<file path="src/sv/spmqm_pkg.sv">
package spmqm_pkg;

    localparam int DEF_POOL_NODES   = 64;
    localparam int DEF_QUEUE_COUNT  = 64;
    localparam int DEF_MEMBER_WIDTH = 16;

    localparam logic [2:0] OP_ENQUEUE = 3'd0;
    localparam logic [2:0] OP_DEQUEUE = 3'd1;
    localparam logic [2:0] OP_FLUSH   = 3'd2;
    localparam logic [2:0] OP_QUERY   = 3'd3;
    localparam logic [2:0] OP_PURGE   = 3'd4;

    localparam logic [1:0] STAT_OK    = 2'd0;
    localparam logic [1:0] STAT_FULL  = 2'd1;
    localparam logic [1:0] STAT_EMPTY = 2'd2;

    localparam logic [4:0] ST_NONE         = 5'd0;
    localparam logic [4:0] ST_LOAD         = 5'd1;
    localparam logic [4:0] ST_CLEAR        = 5'd2;
    localparam logic [4:0] ST_ENQ_FULL     = 5'd3;
    localparam logic [4:0] ST_ENQ_TAKE     = 5'd4;
    localparam logic [4:0] ST_ENQ_LINK     = 5'd5;
    localparam logic [4:0] ST_DEQ_EMPTY    = 5'd6;
    localparam logic [4:0] ST_DEQ_READ     = 5'd7;
    localparam logic [4:0] ST_DEQ_POP      = 5'd8;
    localparam logic [4:0] ST_HEAD         = 5'd9;
    localparam logic [4:0] ST_NODE_READ    = 5'd10;
    localparam logic [4:0] ST_FLUSH_END    = 5'd11;
    localparam logic [4:0] ST_QUERY_END    = 5'd12;
    localparam logic [4:0] ST_PURGE_QEND   = 5'd13;
    localparam logic [4:0] ST_FLUSH_NODE   = 5'd14;
    localparam logic [4:0] ST_QUERY_NODE   = 5'd15;
    localparam logic [4:0] ST_PURGE_KEEP   = 5'd16;
    localparam logic [4:0] ST_PURGE_DROP   = 5'd17;
    localparam logic [4:0] ST_PURGE_RELINK = 5'd18;
    localparam logic [4:0] ST_OTHER        = 5'd19;

    typedef struct packed {
        logic [4:0] step;
        logic       emit;
    } t_cmd;

    typedef struct packed {
        logic [2:0] op;
        logic       free_nil;
        logic       head_nil;
        logic       node_nil;
        logic       prev_ok;
        logic       match;
        logic       last_q;
        logic       clr_last;
    } t_stat;

    function automatic logic [6:0] sat7(input logic [31:0] v);
        return (v > 32'd127) ? 7'd127 : v[6:0];
    endfunction

endpackage

</file>
<file path="src/sv/shared_pool_multi_queue_manager.sv">
// Pool-shared multi-queue manager: QUEUE_COUNT linked FIFO queues of member ids drawing
// nodes from one POOL_NODES-node free list. Raise i_start with the operation while
// o_busy is low; exactly one result word follows on the o_ ports, marked by a one-cycle
// o_valid pulse, and must be taken in that cycle since the block cannot hold it. After
// reset o_busy stays high while the link memory is chained into the free list and the
// queue memory is cleared. Every step is a registered memory access: enqueue reads the
// queue word, takes the free head node and links it at the tail (or reports full when
// the pool is exhausted), dequeue reads the head node and pops it (or reports empty),
// flush and query walk the queue's nodes, and purge walks every queue, unlinking each
// entry whose member id matches and relinking its predecessor when it has one.
module shared_pool_multi_queue_manager import spmqm_pkg::*; #(
    parameter int POOL_NODES   = DEF_POOL_NODES,
    parameter int QUEUE_COUNT  = DEF_QUEUE_COUNT,
    parameter int MEMBER_WIDTH = DEF_MEMBER_WIDTH
) (
    input  logic        i_clk,
    input  logic        i_rst_n,
    input  logic        i_start,
    output logic        o_busy,
    input  logic [2:0]  i_operation,
    input  logic [5:0]  i_queue_id,
    input  logic [15:0] i_member_id,
    output logic        o_valid,
    output logic [1:0]  o_status,
    output logic [15:0] o_member_out,
    output logic        o_found,
    output logic [6:0]  o_queue_length,
    output logic [6:0]  o_freed_count
);

    t_cmd  cmd;
    t_stat stat;

    spmqm_ctrl u_ctrl (
        .i_clk       (i_clk),
        .i_rst_n     (i_rst_n),
        .i_start     (i_start),
        .i_operation (i_operation),
        .i_stat      (stat),
        .o_cmd       (cmd),
        .o_busy      (o_busy)
    );

    spmqm_datapath #(
        .POOL_NODES   (POOL_NODES),
        .QUEUE_COUNT  (QUEUE_COUNT),
        .MEMBER_WIDTH (MEMBER_WIDTH)
    ) u_dp (
        .i_clk          (i_clk),
        .i_rst_n        (i_rst_n),
        .i_cmd          (cmd),
        .i_operation    (i_operation),
        .i_queue_id     (i_queue_id),
        .i_member_id    (i_member_id),
        .o_stat         (stat),
        .o_valid        (o_valid),
        .o_status       (o_status),
        .o_member_out   (o_member_out),
        .o_found        (o_found),
        .o_queue_length (o_queue_length),
        .o_freed_count  (o_freed_count)
    );

endmodule

</file>
<file path="src/sv/spmqm_ctrl.sv">
module spmqm_ctrl import spmqm_pkg::*; (
    input  logic       i_clk,
    input  logic       i_rst_n,
    input  logic       i_start,
    input  logic [2:0] i_operation,
    input  t_stat      i_stat,
    output t_cmd       o_cmd,
    output logic       o_busy
);

    localparam logic [3:0] S_CLR  = 4'd0;
    localparam logic [3:0] S_IDLE = 4'd1;
    localparam logic [3:0] S_EA   = 4'd2;
    localparam logic [3:0] S_EB   = 4'd3;
    localparam logic [3:0] S_DA   = 4'd4;
    localparam logic [3:0] S_DB   = 4'd5;
    localparam logic [3:0] S_WH   = 4'd6;
    localparam logic [3:0] S_WC   = 4'd7;
    localparam logic [3:0] S_WD   = 4'd8;
    localparam logic [3:0] S_PL   = 4'd9;
    localparam logic [3:0] S_OTH  = 4'd10;

    logic [3:0] r_state, n_state;

    always_ff @(posedge i_clk) begin
        if (!i_rst_n) begin
            r_state <= S_CLR;
        end else begin
            r_state <= n_state;
        end
    end

    assign o_busy = (r_state != S_IDLE);

    always_comb begin
        n_state    = r_state;
        o_cmd.step = ST_NONE;
        o_cmd.emit = 1'b0;
        unique case (r_state)
            S_CLR: begin
                o_cmd.step = ST_CLEAR;
                if (i_stat.clr_last) n_state = S_IDLE;
            end
            S_IDLE: begin
                if (i_start) begin
                    o_cmd.step = ST_LOAD;
                    unique case (i_operation) inside
                        OP_ENQUEUE: n_state = S_EA;
                        OP_DEQUEUE: n_state = S_DA;
                        OP_FLUSH, OP_QUERY, OP_PURGE: n_state = S_WH;
                        default: n_state = S_OTH;
                    endcase
                end
            end
            S_EA: begin
                if (i_stat.free_nil) begin
                    o_cmd.step = ST_ENQ_FULL;
                    o_cmd.emit = 1'b1;
                    n_state    = S_IDLE;
                end else begin
                    o_cmd.step = ST_ENQ_TAKE;
                    n_state    = S_EB;
                end
            end
            S_EB: begin
                o_cmd.step = ST_ENQ_LINK;
                o_cmd.emit = 1'b1;
                n_state    = S_IDLE;
            end
            S_DA: begin
                if (i_stat.head_nil) begin
                    o_cmd.step = ST_DEQ_EMPTY;
                    o_cmd.emit = 1'b1;
                    n_state    = S_IDLE;
                end else begin
                    o_cmd.step = ST_DEQ_READ;
                    n_state    = S_DB;
                end
            end
            S_DB: begin
                o_cmd.step = ST_DEQ_POP;
                o_cmd.emit = 1'b1;
                n_state    = S_IDLE;
            end
            S_WH: begin
                o_cmd.step = ST_HEAD;
                n_state    = S_WC;
            end
            S_WC: begin
                if (i_stat.node_nil) begin
                    if (i_stat.op == OP_FLUSH) begin
                        o_cmd.step = ST_FLUSH_END;
                        o_cmd.emit = 1'b1;
                        n_state    = S_IDLE;
                    end else if (i_stat.op == OP_QUERY) begin
                        o_cmd.step = ST_QUERY_END;
                        o_cmd.emit = 1'b1;
                        n_state    = S_IDLE;
                    end else begin
                        o_cmd.step = ST_PURGE_QEND;
                        o_cmd.emit = i_stat.last_q;
                        n_state    = i_stat.last_q ? S_IDLE : S_WH;
                    end
                end else begin
                    o_cmd.step = ST_NODE_READ;
                    n_state    = S_WD;
                end
            end
            S_WD: begin
                n_state = S_WC;
                if (i_stat.op == OP_FLUSH) begin
                    o_cmd.step = ST_FLUSH_NODE;
                end else if (i_stat.op == OP_QUERY) begin
                    o_cmd.step = ST_QUERY_NODE;
                end else if (i_stat.match) begin
                    o_cmd.step = ST_PURGE_DROP;
                    if (i_stat.prev_ok) n_state = S_PL;
                end else begin
                    o_cmd.step = ST_PURGE_KEEP;
                end
            end
            S_PL: begin
                o_cmd.step = ST_PURGE_RELINK;
                n_state    = S_WC;
            end
            S_OTH: begin
                o_cmd.step = ST_OTHER;
                o_cmd.emit = 1'b1;
                n_state    = S_IDLE;
            end
            default: begin
                n_state = S_IDLE;
            end
        endcase
    end

endmodule

</file>
<file path="src/sv/spmqm_datapath.sv">
module spmqm_datapath import spmqm_pkg::*; #(
    parameter int POOL_NODES   = DEF_POOL_NODES,
    parameter int QUEUE_COUNT  = DEF_QUEUE_COUNT,
    parameter int MEMBER_WIDTH = DEF_MEMBER_WIDTH
) (
    input  logic        i_clk,
    input  logic        i_rst_n,
    input  t_cmd        i_cmd,
    input  logic [2:0]  i_operation,
    input  logic [5:0]  i_queue_id,
    input  logic [15:0] i_member_id,
    output t_stat       o_stat,
    output logic        o_valid,
    output logic [1:0]  o_status,
    output logic [15:0] o_member_out,
    output logic        o_found,
    output logic [6:0]  o_queue_length,
    output logic [6:0]  o_freed_count
);

    localparam int NW   = $clog2(POOL_NODES + 1);
    localparam int NIW  = $clog2(POOL_NODES);
    localparam int QW   = (QUEUE_COUNT > 1) ? $clog2(QUEUE_COUNT) : 1;
    localparam int MW   = MEMBER_WIDTH;
    localparam int MAXD = (POOL_NODES > QUEUE_COUNT) ? POOL_NODES : QUEUE_COUNT;
    localparam int CLW  = $clog2(MAXD);
    localparam logic [NW-1:0] NIL = NW'(POOL_NODES);

    typedef struct packed {
        logic [NW-1:0] head;
        logic [NW-1:0] tail;
        logic [NW-1:0] count;
    } t_qword;

    localparam t_qword QEMPTY = '{head: NIL, tail: NIL, count: '0};

    function automatic logic [64*QW-1:0] qmap_build();
        int                c;
        logic [64*QW-1:0]  t;
        c = 0;
        t = '0;
        for (int i = 0; i < 64; i++) begin
            t[i*QW +: QW] = QW'(c);
            c = c + 1;
            if (c == QUEUE_COUNT) c = 0;
        end
        return t;
    endfunction

    localparam logic [64*QW-1:0] QMAP = qmap_build();

    logic [NW-1:0] r_link   [POOL_NODES];
    logic [MW-1:0] r_member [POOL_NODES];
    t_qword        r_qmem   [QUEUE_COUNT];

    logic [NW-1:0] r_link_rd;
    logic [MW-1:0] r_member_rd;
    t_qword        r_qmem_rd;

    logic           link_we, member_we, qmem_we;
    logic [NIW-1:0] link_wa, link_ra, member_wa;
    logic [NW-1:0]  link_wd;
    logic [QW-1:0]  qmem_wa, qmem_ra;
    t_qword         qmem_wd;

    logic [2:0]     r_op, n_op;
    logic [QW-1:0]  r_q, n_q;
    logic [MW-1:0]  r_id, n_id;
    logic [NW-1:0]  r_node, n_node;
    logic [NW-1:0]  r_prev, n_prev;
    logic [NW-1:0]  r_free, n_free;
    logic [NW-1:0]  r_freed, n_freed;
    logic           r_fnd, n_fnd;
    logic [CLW-1:0] r_clr, n_clr;
    t_qword         r_qw, n_qw;

    logic        r_valid, n_valid;
    logic [1:0]  r_status, n_status;
    logic [15:0] r_mout, n_mout;
    logic        r_found, n_found;
    logic [6:0]  r_qlen, n_qlen;
    logic [6:0]  r_fcnt, n_fcnt;

    logic [QW-1:0] q_in;

    always_ff @(posedge i_clk) begin
        if (link_we) r_link[link_wa] <= link_wd;
        r_link_rd <= r_link[link_ra];
        if (member_we) r_member[member_wa] <= r_id;
        r_member_rd <= r_member[link_ra];
        if (qmem_we) r_qmem[qmem_wa] <= qmem_wd;
        r_qmem_rd <= r_qmem[qmem_ra];
    end

    always_ff @(posedge i_clk) begin
        if (!i_rst_n) begin
            r_free  <= '0;
            r_clr   <= '0;
            r_valid <= 1'b0;
        end else begin
            r_free  <= n_free;
            r_clr   <= n_clr;
            r_valid <= n_valid;
        end
        r_op     <= n_op;
        r_q      <= n_q;
        r_id     <= n_id;
        r_node   <= n_node;
        r_prev   <= n_prev;
        r_freed  <= n_freed;
        r_fnd    <= n_fnd;
        r_qw     <= n_qw;
        r_status <= n_status;
        r_mout   <= n_mout;
        r_found  <= n_found;
        r_qlen   <= n_qlen;
        r_fcnt   <= n_fcnt;
    end

    assign q_in = QMAP[i_queue_id*QW +: QW];

    always_comb begin
        n_op      = r_op;
        n_q       = r_q;
        n_id      = r_id;
        n_node    = r_node;
        n_prev    = r_prev;
        n_free    = r_free;
        n_freed   = r_freed;
        n_fnd     = r_fnd;
        n_clr     = r_clr;
        n_qw      = r_qw;
        n_valid   = i_cmd.emit;
        n_status  = r_status;
        n_mout    = r_mout;
        n_found   = r_found;
        n_qlen    = r_qlen;
        n_fcnt    = r_fcnt;
        link_we   = 1'b0;
        link_wa   = r_node[NIW-1:0];
        link_wd   = r_free;
        link_ra   = r_node[NIW-1:0];
        member_we = 1'b0;
        member_wa = r_free[NIW-1:0];
        qmem_we   = 1'b0;
        qmem_wa   = r_q;
        qmem_wd   = r_qw;
        qmem_ra   = r_q;

        if (i_cmd.emit) begin
            n_status = STAT_OK;
            n_mout   = '0;
            n_found  = 1'b0;
            n_qlen   = '0;
            n_fcnt   = '0;
        end

        case (i_cmd.step)
            ST_LOAD: begin
                n_op    = i_operation;
                n_id    = MW'(i_member_id);
                n_q     = (i_operation == OP_PURGE) ? '0 : q_in;
                qmem_ra = n_q;
                n_freed = '0;
                n_fnd   = 1'b0;
            end
            ST_CLEAR: begin
                if (32'(r_clr) < POOL_NODES) begin
                    link_we = 1'b1;
                    link_wa = r_clr[NIW-1:0];
                    link_wd = NW'(r_clr) + NW'(1);
                end
                if (32'(r_clr) < QUEUE_COUNT) begin
                    qmem_we = 1'b1;
                    qmem_wa = r_clr[QW-1:0];
                    qmem_wd = QEMPTY;
                end
                n_clr = r_clr + CLW'(1);
            end
            ST_ENQ_FULL: begin
                n_status = STAT_FULL;
                n_qlen   = sat7(32'(r_qmem_rd.count));
            end
            ST_ENQ_TAKE: begin
                n_node    = r_free;
                link_ra   = r_free[NIW-1:0];
                member_we = 1'b1;
                n_qw      = r_qmem_rd;
                if (r_qmem_rd.head != NIL && r_qmem_rd.tail != NIL) begin
                    link_we = 1'b1;
                    link_wa = r_qmem_rd.tail[NIW-1:0];
                    link_wd = r_free;
                end
            end
            ST_ENQ_LINK: begin
                n_free  = r_link_rd;
                link_we = 1'b1;
                link_wd = NIL;
                if (!(r_qw.head != NIL && r_qw.tail != NIL)) n_qw.head = r_node;
                n_qw.tail  = r_node;
                n_qw.count = r_qw.count + NW'(1);
                qmem_we    = 1'b1;
                qmem_wd    = n_qw;
                n_qlen     = sat7(32'(n_qw.count));
            end
            ST_DEQ_EMPTY: begin
                n_status = STAT_EMPTY;
                n_qlen   = sat7(32'(r_qmem_rd.count));
            end
            ST_DEQ_READ: begin
                n_node  = r_qmem_rd.head;
                link_ra = r_qmem_rd.head[NIW-1:0];
                n_qw    = r_qmem_rd;
            end
            ST_DEQ_POP: begin
                link_we   = 1'b1;
                n_free    = r_node;
                n_qw.head = r_link_rd;
                if (r_link_rd == NIL) begin
                    n_qw.head = NIL;
                    n_qw.tail = NIL;
                end
                if (r_qw.count != '0) n_qw.count = r_qw.count - NW'(1);
                qmem_we = 1'b1;
                qmem_wd = n_qw;
                n_mout  = 16'(r_member_rd);
                n_qlen  = sat7(32'(n_qw.count));
            end
            ST_HEAD: begin
                n_qw   = r_qmem_rd;
                n_node = r_qmem_rd.head;
                n_prev = NIL;
            end
            ST_FLUSH_END: begin
                qmem_we = 1'b1;
                qmem_wd = QEMPTY;
                n_fcnt  = sat7(32'(r_freed));
            end
            ST_QUERY_END: begin
                n_found = r_fnd;
                n_qlen  = sat7(32'(r_qw.count));
            end
            ST_PURGE_QEND: begin
                qmem_we = 1'b1;
                qmem_wd = (r_qw.head == NIL) ? QEMPTY : r_qw;
                n_q     = QW'(r_q + 1'b1);
                qmem_ra = n_q;
                n_fcnt  = sat7(32'(r_freed));
            end
            ST_FLUSH_NODE: begin
                link_we = 1'b1;
                n_free  = r_node;
                n_freed = r_freed + NW'(1);
                n_node  = r_link_rd;
            end
            ST_QUERY_NODE: begin
                if (r_member_rd == r_id) n_fnd = 1'b1;
                n_node = r_link_rd;
            end
            ST_PURGE_KEEP: begin
                n_prev = r_node;
                n_node = r_link_rd;
            end
            ST_PURGE_DROP: begin
                link_we = 1'b1;
                n_free  = r_node;
                n_freed = r_freed + NW'(1);
                if (r_prev == NIL) n_qw.head = r_link_rd;
                if (r_qw.tail == r_node) n_qw.tail = r_prev;
                if (r_qw.count != '0) n_qw.count = r_qw.count - NW'(1);
                n_node = r_link_rd;
            end
            ST_PURGE_RELINK: begin
                link_we = 1'b1;
                link_wa = r_prev[NIW-1:0];
                link_wd = r_node;
            end
            ST_OTHER: begin
                n_qlen = sat7(32'(r_qmem_rd.count));
            end
            default: begin
            end
        endcase
    end

    always_comb begin
        o_stat.op       = r_op;
        o_stat.free_nil = (r_free == NIL);
        o_stat.head_nil = (r_qmem_rd.head == NIL);
        o_stat.node_nil = (r_node == NIL);
        o_stat.prev_ok  = (r_prev != NIL);
        o_stat.match    = (r_member_rd == r_id);
        o_stat.last_q   = (r_q == QW'(QUEUE_COUNT - 1));
        o_stat.clr_last = (r_clr == CLW'(MAXD - 1));
    end

    assign o_valid        = r_valid;
    assign o_status       = r_status;
    assign o_member_out   = r_mout;
    assign o_found        = r_found;
    assign o_queue_length = r_qlen;
    assign o_freed_count  = r_fcnt;

    a_valid_single: assert property (@(posedge i_clk) disable iff (!i_rst_n)
        r_valid |=> !r_valid)
        else $error("result strobe held two cycles");
    a_free_range: assert property (@(posedge i_clk) disable iff (!i_rst_n)
        r_free <= NIL)
        else $error("free head out of range");
    a_full_nil: assert property (@(posedge i_clk) disable iff (!i_rst_n)
        (i_cmd.step == ST_ENQ_FULL) |-> (r_free == NIL))
        else $error("pool full reported with free nodes");
    a_pop_cnt: assert property (@(posedge i_clk) disable iff (!i_rst_n)
        (i_cmd.step == ST_DEQ_POP) |-> (r_qw.count != '0))
        else $error("pop from queue with zero count");

endmodule
</file>
<file path="config.mk">
export PLATFORM = sky130hd
export DESIGN_NAME = shared_pool_multi_queue_manager
export DESIGN_NICKNAME = d
export VERILOG_FILES = /design/src/sv/spmqm_pkg.sv /design/src/sv/shared_pool_multi_queue_manager.sv /design/src/sv/spmqm_ctrl.sv /design/src/sv/spmqm_datapath.sv
export SDC_FILE = /design/constraint.sdc
export NUM_CORES = 2
export LEC_CHECK = 0
export CAP_MARGIN = 10
export CORE_MARGIN = 2
export CORE_UTILIZATION = 35
export DETAILED_ROUTE_END_ITERATION = 6
export DONT_BUFFER_PORTS = 1
export PLACE_DENSITY = 0.55
export SETUP_SLACK_MARGIN = 0.4
export SYNTH_ARGS = -nofsm -noshare
export SYNTH_HDL_FRONTEND = slang
export SYNTH_SLANG_ARGS = --single-unit
</file>
<file path="constraint.sdc">
create_clock -name i_clk -period 6.1 [get_ports i_clk]
set_input_delay 0.305 -clock i_clk [delete_from_list [all_inputs] [get_ports i_clk]]
set_output_delay 0.305 -clock i_clk [all_outputs]
set_load 0.05 [all_outputs]
</file>
* After elaboration in Yosys (flattened, before gate mapping)
Memories as Yosys holds them, arrays and structs flattened. A register that Yosys moved wholly into a read port is not among the register bits. Index checks and enable logic that the tools add are counted.
Cells by class: reduce and logical (&&, ||, !) cells 33, muxes and demuxes 68, $add $sub $neg 6, equal/unequal tests 55, $mul 1, shift operators 1
Operator list (number):
- 384-bit by 10-bit variable part select with 6-bit output (first input constant) | 1
- 21-bit one-hot mux with 4 select lines | 2
- 5-bit one-hot mux with 11 select lines | 1
- 7-bit == test (second input constant) | 6
- 7-bit two-way mux | 6
- 7-bit one-hot mux with 2 select lines | 3
- 7-bit one-hot mux with 3 select lines | 2
- 4-bit two-way mux | 9
- 5-bit by 4-bit == test with 1-bit output (second input constant) | 7
- 7-bit != test (second input constant) | 5
- 16-bit two-way mux | 2
- 4-bit one-hot mux with 7 select lines | 1
- 7-bit one-hot mux with 4 select lines | 1
- 6-bit two-way mux | 4
- 6-bit one-hot mux with 2 select lines | 2
- 21-bit two-way mux | 1
- 5-bit by 3-bit == test with 1-bit output (second input constant) | 4
- 5-bit == test (second input constant) | 4
- 1-bit two-way mux | 18
- 6-bit one-hot mux with 3 select lines | 1
- 16-bit == test | 1
- 4-bit by 3-bit == test with 1-bit output (second input constant) | 4
- 5-bit two-way mux | 3
- 3-bit OR reduction | 5
- other kinds (38) | 71
Word-level totals: logic and storage cells 186, memories kept 3, flip-flop bits (word level) 119, bits of input ports 28, output and inout bits 35, memory bits (writable) 2816
Memory list:
- u_dp.r_qmem | words 64, width 21, rd ports 1, clocked after memory_dff 1, wr ports 1, RTL line spmqm_datapath.sv:54 | t_qword r_qmem [QUEUE_COUNT];
- u_dp.r_member | words 64, width 16, rd ports 1, clocked after memory_dff 1, wr ports 1, RTL line spmqm_datapath.sv:53 | logic [MW-1:0] r_member [POOL_NODES];
- u_dp.r_link | words 64, width 7, rd ports 1, clocked after memory_dff 1, wr ports 1, RTL line spmqm_datapath.sv:52 | logic [NW-1:0] r_link [POOL_NODES];

* Longest topological paths before layout
word-level depth 10, depth in mapped cells 18, gate-level depth less buffers 12

* By module
Synthesis repeated with hierarchy kept, for this count alone.
Second synthesis, totals: cells, all modules 6523, area, all modules 118468.6 µm²
Modules (own cells, without submodules):
- spmqm_datapath | seq. area each 88695.1 µm², instances 1, area an instance 117844.3 µm², cells each 6434
- spmqm_ctrl | seq. area each 80.1 µm², instances 1, area an instance 624.3 µm², cells each 89

* Worst setup path before layout
Ideal clock, no wire load.
kind reg2reg, start point reg u_dp.r_free[0], end point mem u_dp.r_link[0][5] in the netlist's numbering, data pin, setup slack 80 ps, required time 5398 ps, library setup time 702 ps, stages on the path, launching flop included 11, clock period less this slack 6020 ps, buffers on the path 3, data arrival time 5318 ps, cells stage by stage dfxtp_1 buf_2 or4b_2 or2_2 a21boi_1 a211oi_1 nor3b_1 nand2_1 clkbuf_1 clkbuf_1 o21ai_0
Between the ends: cells in the longest elaborated chain, start to end 5, elaborated cells on any way between the ends 7, classes of those cells eq/ne: 4; mux: 3
RTL lines:
- start, declared | RTL line spmqm_datapath.sv:71 | logic [NW-1:0] r_free, n_free;
- start signal, assigned | RTL line spmqm_datapath.sv:101 | r_free <= n_free;
- 7-bit == test (*) | RTL line spmqm_datapath.sv:288 | o_stat.free_nil = (r_free == NIL);
- 3-bit two-way mux (*) | RTL line spmqm_ctrl.sv:56 | if (i_stat.free_nil) begin
- 5-bit one-hot mux with 11 select lines (*) | RTL line spmqm_ctrl.sv:39 | unique case (r_state)
- 5-bit == test (tied with other cells) | RTL line spmqm_datapath.sv:158 | case (i_cmd.step)
- 7-bit one-hot mux with 3 select lines (*) | RTL line spmqm_datapath.sv:158
- net u_dp.link_wd[5] | RTL line spmqm_datapath.sv:62 | logic [NW-1:0] link_wd;
- end, declared | RTL line spmqm_datapath.sv:52
Mark *: on every way through the listed nets, which the timed path passes. The rest lies on a longest branch.

==> impl_metrics.toml <==
[status]
status = "finished, final reports clean"

[power]
leakagePower_nw = 48.33
finalPower_w = 0.04043
vdd_drop_max_uv = 291.9
power.density_nw_per_um2 = 286.4

[drt]
vias_per_cell = 5.799
ant_nets = 0
wl_mm = 392.1
drc = 0
drtIter0Drc = 10302
num_vias = 83639
drt-pass1-iter-count = 6
routedWlPerCell_um = 27.19

[synth]
syn-num-nets = 9488
syn_inst = 9454
synth-main-ff-cell = "edfxtp_1"
yosysSeqAreaShare = 0.7136
syn-cell-area_um2 = 124400
yosys_register_bits = 2979
synth-edff-count = 2911
yosys_warnings = 0
async_reset_ff_frac = 0
ys_types = 92
avgSynthCellArea_um2 = 13.16

[flow_run]
drv_cap = 0

[critical_path]
startpoint = "u_dp.r_member_rd[12]"
cp.buffers_inverters = 2
required_ns = 6.69
cp_slowest_cell = "dfxtp_1"
r2r_start = "u_dp.r_member_rd[12]"
worstPathMaxFanout = 48
critical_path.max_stage_delay_ns = 0.81
worstSetupEndpoint = "u_dp.r_qmem[13][13]"
path_common_cell = "buf_4"
startpoint_type = "register"
cp-end-kind = "register"
crit_family = "simple AND/OR/NAND/NOR gates"
reg2reg_slack_ns = 0.45
path_cells = "xor2_1 -> nor4_1 -> buf_4 -> and4_1 -> a31oi_4 -> and3_1 -> and2_1 -> or3_1 -> nand2_1 -> a21oi_1 -> a21oi_4 -> buf_4"
cp_data_arrival_time_ns = 6.24
path_class = "reg2reg"
rr_endpoint = "u_dp.r_qmem[13][13]"
cp.depth = 12
r2r_cells = 12

[layout]
fin_cells = 14422
layout_common_cells = "edfxtp_1, nand2_1, nand3_1"
syn_to_final_growth_pct = 13.48
nFillCells = 32559
multi_input_area_um2 = 33050
seqCellArea_um2 = 88780
postLayoutCoreUtil = 0.3997
final_nets = 9474
final_layout_size_suffix_gt1_frac = 0.1086
layout.cells.most_common = "edfxtp_1"

[grt]
grt_first_pass_wirelength_mm = 562.2
grt_pass1_vias = 79576
grt.overflow.total = 0
antenna_found_initial = 48
grt_use_total = 0.2108
grt_start_max_net_pins = 174

[placement]
place.gp.congestion = 0.8978
dp.cells = 13835
port_buffers = 0
dp_hpwl_mm = 225.7

[floorplan]
core-area_um2 = 353200
die_h_um = 600.2
dieArea_um2 = 360200
rows = 218
start_util = 0.3522
die_x_um = 600.2
io_pins = 63

[sta]
relSlewSlack = 0.1166
hold_viol_final = 0
fmax_mhz = 177.0
post-route-min-period_ns = 5.651
fin_crit_sh = 0.9263
rsz0062_at_grt = "false"
whs_ns = 0.1584
drv_slew = 0
setup_tns_ns = 0
tightest_slew_ns = 1.308
finalClockSkew_ns = 0.05775
setup_viol = 0

[clock_tree]
cts_tree = "yes"
clock_latency_ns = 0.89
root_buffer = "clkbuf_16"
max-clock-path-buffers = 4
clkTransAtPathRegs_ns = 0.06
clock_sinks = 2979
htree_num_levels = 5
cts-buffers-inserted = 307

[hold_path]
hold_path.class = "in2reg"
power by group:
group / leakage [nW] / switching [W] / internal (W)
sequential: 27.9 / 0.0000187 / 0.0222
clock: 4.57 / 0.00784 / 0.0101
combinational: 15.8 / 0.000201 / 0.0000496
worst register-to-register path: cells and delay by family, from the launching register on:
kind | cells | cell delay [ns]
buffers and inverters | 2 | 0.82
DFF | 1 | 0.81
AOI/OAI and AO/OA | 3 | 1.05
xor gates and xnor gates | 1 | 0.20
and+or+nand+nor | 6 | 2.42
synth_stat cells (60+ instances only):
cell | count | area share
edfxtp_1 | 2911 | 0.70
o22a_1 | 81 | 0.0057
and3_1 | 170 | 0.0085
a221oi_1 | 60 | 0.0042
nor3_1 | 252 | 0.010
buf_2 | 99 | 0.0040
dfxtp_1 | 68 | 0.011
mux2i_1 | 191 | 0.015
a311oi_1 | 276 | 0.019
nor2_1 | 518 | 0.016
a221o_1 | 83 | 0.0067
nand3_1 | 508 | 0.020
clkbuf_1 | 558 | 0.017
o22ai_1 | 294 | 0.015
or4_1 | 170 | 0.010
o31ai_1 | 146 | 0.0088
a21oi_1 | 290 | 0.012
nand2_1 | 1702 | 0.051
o21ai_0 | 345 | 0.014
routing by layer:
layer | share of wire | track usage
met1 | 0.40 | 0.2802
met2 | 0.47 | 0.3456
met3 | 0.079 | 0.03183
met4 | 0.044 | 0.08502
met5 | 0.00016 | 0
cell type report:
type                    count  area share
repair buffers            421     0.02760
diodes                     27   0.0004786
repair inverters            1  0.00006204
multi-input cells        5699      0.2341
clock buffers             381     0.05787
flip-flops and latches   2979      0.6289
clock inverters           153    0.008171
inverters                  31   0.0009306
well taps                4730     0.04192
timing repair:
item                                    4_1_cts  5_1_grt
pin swaps                                     2        2
buffers inserted                              1        0
resized for setup                             3        8
cloned                                        1        1
hold endpoints to repair                     38        0
endpoints found under the setup margin      677       88
hold buffers                                 21        0
worst min-delay path by stage:
stage | from | to | slack (ns) | depth (start not counted)
3_5_place_dp | i_member_id[13] | u_dp.r_id[13] | 0.41 | 0
6_report | i_queue_id[2] | u_dp.r_q[2] | 0.16 | 4
2_1_floorplan | i_member_id[0] | u_dp.r_id[0] | 0.40 | 0
4_1_cts | i_queue_id[2] | u_dp.r_q[2] | 0.09 | 4
5_1_grt | i_member_id[12] | u_dp.r_id[12] | 0.16 | 1
3_3_place_gp | i_member_id[12] | u_dp.r_id[12] | 0.41 | 0
state kept, by name, indices dropped and copies added, names as in the netlist, 6 cells and up:
register / count
u_dp.r_qmem: 1344
u_dp.r_member: 1024
u_dp.r_link: 448
u_dp.r_qmem_rd: 21
u_dp.r_qw: 21
u_dp.o_member_out: 16
u_dp.r_id: 16
u_dp.r_member_rd: 16
u_dp.o_freed_count: 7
u_dp.o_queue_length: 7
u_dp.r_free: 7
u_dp.r_freed: 7
u_dp.r_link_rd: 7
u_dp.r_node: 7
u_dp.r_prev: 7
u_dp.r_clr: 6
u_dp.r_q: 6
logic make-up (layout without fill, tap and decap cells):
| family | count (synthesis) | after routing | share of synthesized area |
|---|---|---|---|
| adder cells (fa/ha/maj) | 6 | 6 | 0.0006034 |
| AO/OA/AOI/OAI | 1897 | 1897 | 0.1060 |
| other | 0 | 27 | 0 |
| multiplexers | 235 | 235 | 0.02315 |
| AND/OR/NAND/NOR | 3517 | 3518 | 0.1278 |
| flip-flops | 2979 | 2979 | 0.7136 |
| buffers and inverters | 777 | 987 | 0.02593 |
| XOR/XNOR | 43 | 43 | 0.003027 |
through the flow:
| stage | cell area, um2 | setup slack [ns] |
|---|---|---|
| 2_1_floorplan | 124400 | 0.7661 |
| 3_3_place_gp | 131500 | -0.1195 |
| 3_5_place_dp | 131500 | -0.1194 |
| 4_1_cts | 141000 | 0.5530 |
| 5_1_grt | 141200 | 0.4143 |
| 6_report | 141200 | 0.4493 |
Power figures use the tool's default switching activity.
